**config.mk**
```make
export PLATFORM = sky130hd
export DESIGN_NAME = ppm_chan
export DESIGN_NICKNAME = d
export VERILOG_FILES = /design/src/ppm_pkg.sv /design/src/ppm_chan.sv
export SDC_FILE = /design/constraint.sdc
export NUM_CORES = 2
export LEC_CHECK = 0
export BUFFER_PORTS_ARGS = -buffer_cell sky130_fd_sc_hd__buf_4
export CORE_MARGIN = 1
export CORE_UTILIZATION = 40
export CTS_CLUSTER_DIAMETER = 40
export DETAILED_ROUTE_END_ITERATION = 8
export PLACE_DENSITY_LB_ADDON = 0.12
export SYNTH_ARGS = -nofsm -noshare
export SYNTH_HDL_FRONTEND = slang
export SYNTH_SLANG_ARGS = --single-unit
```
**constraint.sdc**
```tcl
create_clock -name clk -period 9.28 [get_ports clk]
set_clock_uncertainty 0.2 [all_clocks]
set_input_delay 0.928 -clock clk [delete_from_list [all_inputs] [get_ports clk]]
set_output_delay 0.928 -clock clk [all_outputs]
set_load 0.02 [all_outputs]
```
**src/ppm_pkg.sv**
```systemverilog
// Shared widths, types, register indexes and the reciprocal table for the mask-to-RGB888 block.
`default_nettype none

package ppm_pkg;

    // Pixel word width used when no other value is given.
    localparam int PIXEL_BITS_DEF = 32;

    // Fixed datapath widths.
    localparam int CHAN_BITS   = 32;
    localparam int BYTE_BITS   = 8;
    localparam int SH_BITS     = $clog2(CHAN_BITS);
    localparam int W_BITS      = $clog2(CHAN_BITS + 1);
    localparam int SCALED_BITS = CHAN_BITS + BYTE_BITS;
    localparam int HALF_BITS   = SCALED_BITS / 2;
    localparam int RECIP_BITS  = SCALED_BITS + 1;
    localparam int RECIP_LO_BITS = HALF_BITS;
    localparam int RECIP_HI_BITS = RECIP_BITS - HALF_BITS;
    localparam int XHI_BITS    = SCALED_BITS - HALF_BITS;
    localparam int PP_HH_BITS  = XHI_BITS + RECIP_HI_BITS;
    localparam int PP_HL_BITS  = XHI_BITS + RECIP_LO_BITS;
    localparam int PP_LH_BITS  = HALF_BITS + RECIP_HI_BITS;
    localparam int PP_LL_BITS  = HALF_BITS + RECIP_LO_BITS;
    localparam int SUM_BITS    = SCALED_BITS + RECIP_BITS;
    localparam int HI_BITS     = SUM_BITS - SCALED_BITS;

    // Register stages from the input register to the output register.
    localparam int STAGES = 6;

    typedef logic [CHAN_BITS-1:0]  word_t;
    typedef logic [BYTE_BITS-1:0]  byte_t;
    typedef logic [RECIP_BITS-1:0] recip_t;
    typedef recip_t recip_tab_t [0:CHAN_BITS];

    // Configuration register indexes.
    typedef logic [1:0] cfg_idx_t;
    localparam cfg_idx_t IDX_RED   = 2'd0;
    localparam cfg_idx_t IDX_GREEN = 2'd1;
    localparam cfg_idx_t IDX_BLUE  = 2'd2;

    localparam word_t RED_MASK_RST   = 32'h00FF_0000;
    localparam word_t GREEN_MASK_RST = 32'h0000_FF00;
    localparam word_t BLUE_MASK_RST  = 32'h0000_00FF;

    // Per-stage load strobes handed from the pipeline control to each channel.
    typedef struct packed {
        logic mask_and;
        logic scale;
        logic mul;
        logic sum;
        logic result;
    } ppm_load_t;

    // Entry w holds c with 2^N + c = ceil(2^(N+w) / (2^w - 1)), N = SCALED_BITS.
    // The quotient 2^N / (2^w - 1) is a geometric series of powers of two whose
    // fractional tail lies above zero and at most one, so c is the series plus one.
    function automatic recip_tab_t build_recip();
        recip_tab_t tab;
        for (int w = 0; w <= CHAN_BITS; w++)
        begin
            tab[w] = '0;
            if (w > 0)
            begin
                tab[w] = RECIP_BITS'(1);
                for (int k = 1; k <= SCALED_BITS; k++)
                begin
                    if (w * k <= SCALED_BITS)
                    begin
                        tab[w] = tab[w] + (RECIP_BITS'(1) << (SCALED_BITS - w * k));
                    end
                end
            end
        end
        return tab;
    endfunction

    localparam recip_tab_t RECIP_TAB = build_recip();

endpackage

`default_nettype wire

```
**src/ppm_chan.sv**
```systemverilog
// One colour channel: field extraction and scaling to eight bits over five register stages.
`default_nettype none

module ppm_chan (
    input  wire                  clk,
    input  ppm_pkg::word_t       mask,
    input  ppm_pkg::word_t       pix,
    input  ppm_pkg::ppm_load_t   load,
    output ppm_pkg::byte_t       chan_byte
);
    import ppm_pkg::*;

    // Values derived from the mask; sh and w are registered from the mask register
    // and c from w, which keeps them ahead of any request that uses them.
    logic [SH_BITS-1:0] sh_reg, sh_next;
    logic [W_BITS-1:0]  w_reg, w_next;
    recip_t             c_reg, c_next;

    word_t                    and_reg, and_next;
    word_t                    field;
    logic [SCALED_BITS-1:0]   scaled_reg, scaled_next;
    logic [SCALED_BITS-1:0]   xm_reg;
    logic [PP_HH_BITS-1:0]    pp_hh_reg, pp_hh_next;
    logic [PP_HL_BITS-1:0]    pp_hl_reg, pp_hl_next;
    logic [PP_LH_BITS-1:0]    pp_lh_reg, pp_lh_next;
    logic [PP_LL_BITS-1:0]    pp_ll_reg, pp_ll_next;
    logic [SUM_BITS-1:0]      sum_full;
    logic [HI_BITS-1:0]       hi_reg, hi_next;
    logic [HI_BITS-1:0]       quot;
    byte_t                    byte_reg, byte_next;

    always_comb
    begin
        sh_next = '0;
        w_next  = '0;
        for (int i = CHAN_BITS - 1; i >= 0; i--)
        begin
            if (mask[i])
            begin
                sh_next = SH_BITS'(i);
            end
        end
        for (int i = 0; i < CHAN_BITS; i++)
        begin
            w_next = w_next + W_BITS'(mask[i]);
        end
        c_next = RECIP_TAB[w_reg];
    end

    always_ff @(posedge clk)
    begin
        sh_reg <= sh_next;
        w_reg  <= w_next;
        c_reg  <= c_next;
    end

    always_comb
    begin
        and_next = pix & mask;

        // Field times 255, written as a shift and a subtract.
        field       = and_reg >> sh_reg;
        scaled_next = (SCALED_BITS'(field) << BYTE_BITS) - SCALED_BITS'(field);

        // The scaled value times c, as four partial products.
        pp_hh_next = PP_HH_BITS'(scaled_reg[SCALED_BITS-1:HALF_BITS])
                   * PP_HH_BITS'(c_reg[RECIP_BITS-1:HALF_BITS]);
        pp_hl_next = PP_HL_BITS'(scaled_reg[SCALED_BITS-1:HALF_BITS])
                   * PP_HL_BITS'(c_reg[HALF_BITS-1:0]);
        pp_lh_next = PP_LH_BITS'(scaled_reg[HALF_BITS-1:0])
                   * PP_LH_BITS'(c_reg[RECIP_BITS-1:HALF_BITS]);
        pp_ll_next = PP_LL_BITS'(scaled_reg[HALF_BITS-1:0])
                   * PP_LL_BITS'(c_reg[HALF_BITS-1:0]);

        // The full product with 2^N + c; the quotient sits above bit N + w.
        sum_full = (SUM_BITS'(xm_reg) << SCALED_BITS)
                 + (SUM_BITS'(pp_hh_reg) << (2 * HALF_BITS))
                 + (SUM_BITS'(pp_hl_reg) << HALF_BITS)
                 + (SUM_BITS'(pp_lh_reg) << HALF_BITS)
                 + SUM_BITS'(pp_ll_reg);
        hi_next  = sum_full[SUM_BITS-1:SCALED_BITS];

        quot      = hi_reg >> w_reg;
        byte_next = quot[BYTE_BITS-1:0];
    end

    always_ff @(posedge clk)
    begin
        if (load.mask_and)
        begin
            and_reg <= and_next;
        end
        if (load.scale)
        begin
            scaled_reg <= scaled_next;
        end
        if (load.mul)
        begin
            xm_reg    <= scaled_reg;
            pp_hh_reg <= pp_hh_next;
            pp_hl_reg <= pp_hl_next;
            pp_lh_reg <= pp_lh_next;
            pp_ll_reg <= pp_ll_next;
        end
        if (load.sum)
        begin
            hi_reg <= hi_next;
        end
        if (load.result)
        begin
            byte_reg <= byte_next;
        end
    end

    assign chan_byte = byte_reg;

endmodule

`default_nettype wire

```
[After elaboration in Yosys (flattened, before gate mapping)]
Memory sizes are Yosys's and may differ from the RTL's. A register that Yosys moved wholly into a read port is not among the register bits.
Cells that the tools add are included.
Operators by class
  add/subtract/negate cells: 36
  multipliers: 4
  shifts and indexed selects: 2
  multiplexer cells: 31
  bitwise gates (word level): 2
  reductions and logical operators: 4
Operators by type and width (count)
  $add A6 B1 Y6: 26
  $mul A20 B21 Y41: 2
  $add A80 B81 Y81: 1
  $add A81 B40 Y81: 1
  $add A81 B60 Y81: 1
  $add A81 B61 Y81: 1
  $mul A20 B20 Y40: 2
  $mux W5: 16
  $shr A41 B6 Y8: 1
  $sub A40 B32 Y40: 1
  $and A32 B32 Y32: 1
  $mux W4: 8
  $shr A32 B5 Y32: 1
  $reduce_or A16 Y1: 1
  $mux W3: 4
  $reduce_or A8 Y1: 1
  $not A6 Y7: 1
  $add A5 B1 Y6: 1
  $add A4 B1 Y5: 1
  $add A3 B1 Y4: 1
  $mux W2: 2
  $reduce_or A4 Y1: 1
  $add A2 B1 Y3: 1
  $add A1 B1 Y2: 1
  2 further kinds: 2
Word-level totals
  bits in registers: 334
  memory bits (read-only): 2624
  output and inout port bits: 8
  memories: 1
Memories
  (no name shown): depth 64, bits a word 41, rd ports 1, clocked after Yosys merged registers in 1, write ports 0, RTL line ppm_chan.sv:47  | c_next = RECIP_TAB[w_reg];

[Depth between registers and ports, before layout]
  word-level depth: 31
  depth in mapped cells: 29
  mapped depth without buffers: 27

[Worst setup path before layout]
No wires, ideal clock.
  path kind: flip-flop to flip-flop
  start: register scaled_reg[7]
  end: register pp_ll_reg[39], data pin
  setup time: 260 ps
  arrival time: 7094 ps
  slack: 1726 ps
  cell stages (with the launch flop): 29
  buffers on the path: 3
  clock period less this slack: 7554 ps
  cell sequence: edfxtp_1 -> clkbuf_1 -> clkbuf_1 -> nand2_1 -> fa_1 -> inv_1 -> fa_1 -> inv_1 -> fa_1 -> inv_1 -> fa_1 -> fa_1 -> fa_1 -> inv_1 -> fa_1 -> inv_1 -> ha_1 -> clkbuf_1 -> a21o_1 -> a21o_1 -> a21oi_1 -> o21ai_0 -> o31a_1 -> a31o_2 -> a221o_1 -> a221o_1 -> o41ai_1 -> o21bai_1 -> xnor2_1
Between the ends
  longest elaborated chain between the ends: 1
RTL lines
  start: declaration: RTL line ppm_chan.sv:21  | logic [SCALED_BITS-1:0] scaled_reg, scaled_next;
  start signal: assignment: RTL line ppm_chan.sv:95  | scaled_reg <= scaled_next;
  $mul A20 B20 Y40: RTL line ppm_chan.sv:73  | * PP_LL_BITS'(c_reg[HALF_BITS-1:0]);
  net pp_ll_next[39]: RTL line ppm_chan.sv:26  | logic [PP_LL_BITS-1:0] pp_ll_reg, pp_ll_next;
  end signal: assignment: RTL line ppm_chan.sv:103  | pp_ll_reg <= pp_ll_next;
  end: declaration: RTL line ppm_chan.sv:26
The timed path passes the listed nets, and every way through them passes these cells.
A chain may end at the register's enable or synchronous reset.

[Worst setup path in the final report]
  start: register c_reg[9]
  end: register pp_hl_reg[39], data pin
Between the ends
  longest elaborated chain between the ends: 1
RTL lines
  start: declaration: RTL line ppm_chan.sv:17  | recip_t c_reg, c_next;
  $mul A20 B20 Y40: RTL line ppm_chan.sv:69  | * PP_HL_BITS'(c_reg[HALF_BITS-1:0]);
  net pp_hl_next[39]: RTL line ppm_chan.sv:24  | logic [PP_HL_BITS-1:0] pp_hl_reg, pp_hl_next;
  end signal: assignment: RTL line ppm_chan.sv:101  | pp_hl_reg <= pp_hl_next;
  end: declaration: RTL line ppm_chan.sv:24
The timed path passes the listed nets, and every way through them passes these cells.

==> qor.csv <==
stage,metric,value,unit
timing,hold_slack,0.251,ns
yosys,synth_top_family_by_area,adder cells,
layout,final_cell_mix,"inv_1 (1536), fa_1 (1321), and2_1 (893)",
timing,rsz0062_at_grt,no,
yosys,synth_fa_ha_area_share,49.6,%
drt,drtIter0Drc,3509,
yosys,synth_seq_cells,353,
timing,hold_viol_final,0,
cts,cts_sinks,353,
cts,cts_made_buffers,80,
yosys,synth_warnings,0,
drt,avgRoutedWirePerCell,22.5,um
yosys,async_reset_ff_share,0,%
floorplanning,rows,157,
place,hpwl,182000,um
yosys,avgSynthCellArea,9.68,um2
setup_path,critPathArrivalTime,9.17,ns
yosys,synth_compound_area_share,6.04,%
yosys,synth_top_area_cell,fa_1,
grt,grt_usage,25.2,%
timing,setup_tns,0,ns
cts,htreeDepth,3,
cts,cts_tree,done,
layout,drive_above_1_share,7.41,%
timing,fin_crit,8.95,ns
place,finalWeightedCongestion,0.894,
grt,gr-total-overflow,0,
drt,avgViaCountPerCell,5.18,
setup_path,path_max_fanout,21,
place,port_buffers,77,
floorplanning,start_util,40.3,%
setup_path,reg2reg_from,c_reg[9],
drt,num_vias,52600,
yosys,synth_edf_count,303,
floorplanning,coreArea,183000,um2
yosys,yosys-top-cells-area,"fa_1 (36%), ha_1 (14%), edfxtp_1 (12%)",
yosys,syn_nets,9815,
setup_path,reg2reg_to,pp_hl_reg[39],
cts,insertion_delay,0.70,ns
timing,tightest_slew,1.27,ns
yosys,yosysSeqAreaShare,13.7,%
cts,cts_max_path_buffers,3,
timing,maxSlewViolCount,0,
timing,finalCritPeriodShare,96.5,%
floorplanning,io_pins,78,
yosys,synthMuxAreaShare,3.38,%
setup_path,cp-start-kind,register,
drt,dr.pass1.iters,7,
yosys,netlist.area_leader.share,35.9,%
yosys,synth_xor_area_share,2.39,%
setup_path,cp.required,9.50,ns
yosys,syn_area,73700,um2
timing,worst_slack,0.326,ns
timing,clock.fmax,0.112,GHz
worst_hold_path,min-delay-start,mask[0],
yosys,synthSimpleGateAreaFrac,15.1,%
run,maxCapViolations,0,
place,place_worst_setup_slack,0.132,ns
floorplanning,fp.dieW,431,um
yosys,ys.flop_type,edfxtp_1,
setup_path,end_kind,register,
layout,syn2layout_area_growth,9.02,%
worst_hold_path,worstHoldPathType,in2reg,
timing,setup_violations,0,
drt,ant_nets,0,
floorplanning,dieArea,186000,um2
setup_path,startpoint,c_reg[9],
grt,grt_max_degree,82,
yosys,synth_cells,7617,
setup_path,r2r_slack,0.33,ns
setup_path,rr_worst_depth,25,
outcome,status,"finished, final reports clean",
timing,relSlewSlack,15.0,%
grt,grt_first_pass_wirelength,350000,um
layout,final_common_cell,inv_1,
yosys,yosysUniqueCellTypes,94,
drt,drc,0,
worst_hold_path,holdPathStages,2,
layout,nets,9807,
floorplanning,die_height,431,um
worst_hold_path,holdPathEnd,sh_reg[0],
grt,grt_pass1_vias,55900,
cts,cts_root_buf,clkbuf_16,
setup_path,crit_type,reg2reg,
cts,clk_pin_slew,0.05,ns
drt,finalWirelength,228000,um
grt,antenna_found_initial,16,
-- cell type report --
type	instances	area, um2
fill	18000	103000
multi-input combinational	5343	56400
sequential	353	10100
inverter	1539	5780
tap	2464	3080
timing repair buffer	292	2340
clock buffer	100	2160
clock inverter	47	497
antenna	8	20.0
-- kinds of logic (layout without fill, tap and decap cells) --
group | after synthesis | in the layout
xor+xnor | 200 | 200
buf+inv | 1921 | 1978
flops | 353 | 353
mux | 154 | 154
other cells | 0 | 8
simple gates | 2185 | 2185
compound gates | 676 | 676
fa+ha+maj | 2128 | 2128
-- worst max-delay path, cell delays in order, from the launching register on --
cell and delay (ns):
dfxtp_1 1.02, buf_4 0.35, and2_1 0.18, fa_1 0.42
inv_1 0.08, fa_1 0.43, fa_1 0.52, inv_1 0.06
fa_1 0.55, fa_1 0.44, fa_1 0.50, inv_1 0.10
fa_1 0.49, inv_1 0.04, ha_1 0.31, inv_1 0.12
o21bai_1 0.09, a221o_1 0.32, a2111oi_0 0.78, buf_4 0.24
or3_1 0.11, buf_4 0.18, a31oi_1 0.24, a21o_1 0.29
a41o_1 0.28, a311o_1 0.31
-- worst max path at each step --
| stage | to | slack, ns | depth (start not counted) |
|---|---|---|---|
| final | pp_hl_reg[39] | 0.33 | 25 |
| after detailed placement | pp_hl_reg[39] | 0.13 | 25 |
| after global routing | pp_hl_reg[39] | 0.01 | 25 |
| after CTS | pp_hl_reg[39] | 0.06 | 25 |
| after floorplan | pp_ll_reg[39] | 1.73 | 28 |
| after global placement | pp_hl_reg[39] | 0.32 | 25 |
-- metrics by stage --
stage / instances / cell area [um2] / utilization [%]
after floorplan: 7617 / 73700 / -
after global placement: 9990 / 77700 / 42.4
after detailed placement: 9990 / 77700 / 42.4
after CTS: 10100 / 80300 / 43.9
after global routing: 10100 / 80400 / 43.9
final: 10100 / 80400 / 43.9
-- Yosys cell counts, drive strengths merged (5+ instances only) --
cell type / n
inv: 1537
fa: 1321
and2: 893
nand2: 858
ha: 807
clkbuf: 354
edfxtp: 303
a21oi: 204
nor2: 152
xnor2: 139
a21o: 117
o21ai: 107
mux4: 74
mux2i: 72
xor2: 61
nand3: 51
dfxtp: 50
nor3: 43
nand2b: 38
nor2b: 32
o21a: 32
and3: 30
o21bai: 29
buf: 28
a31oi: 27
a211oi: 23
nand4: 23
or2: 17
o211ai: 13
a221o: 11
a22oi: 11
and4: 11
nor4: 10
o31ai: 10
a311oi: 9
a31o: 9
o22ai: 9
mux2: 8
a21boi: 6
o22a: 6
or3: 6
a211o: 5
a221oi: 5
nand3b: 5
-- routing by layer --
metal  track usage, %  up-vias  wire, um
met3             3.67      251     13600
met2             39.7     1380    104000
met5                0        -        39
li1                 -    23700         -
met1             35.8    27200    105000
met4             7.06        6      6120
-- what timing repair did --
action,4_1_cts,5_1_grt
hold buffers,0,0
resized for setup,0,2
setup buffers,0,0
endpoints found under the setup margin,0,3
Power is not shown: default switching activity piles up to over one toggle a cycle in this logic, so the estimate is an artifact.
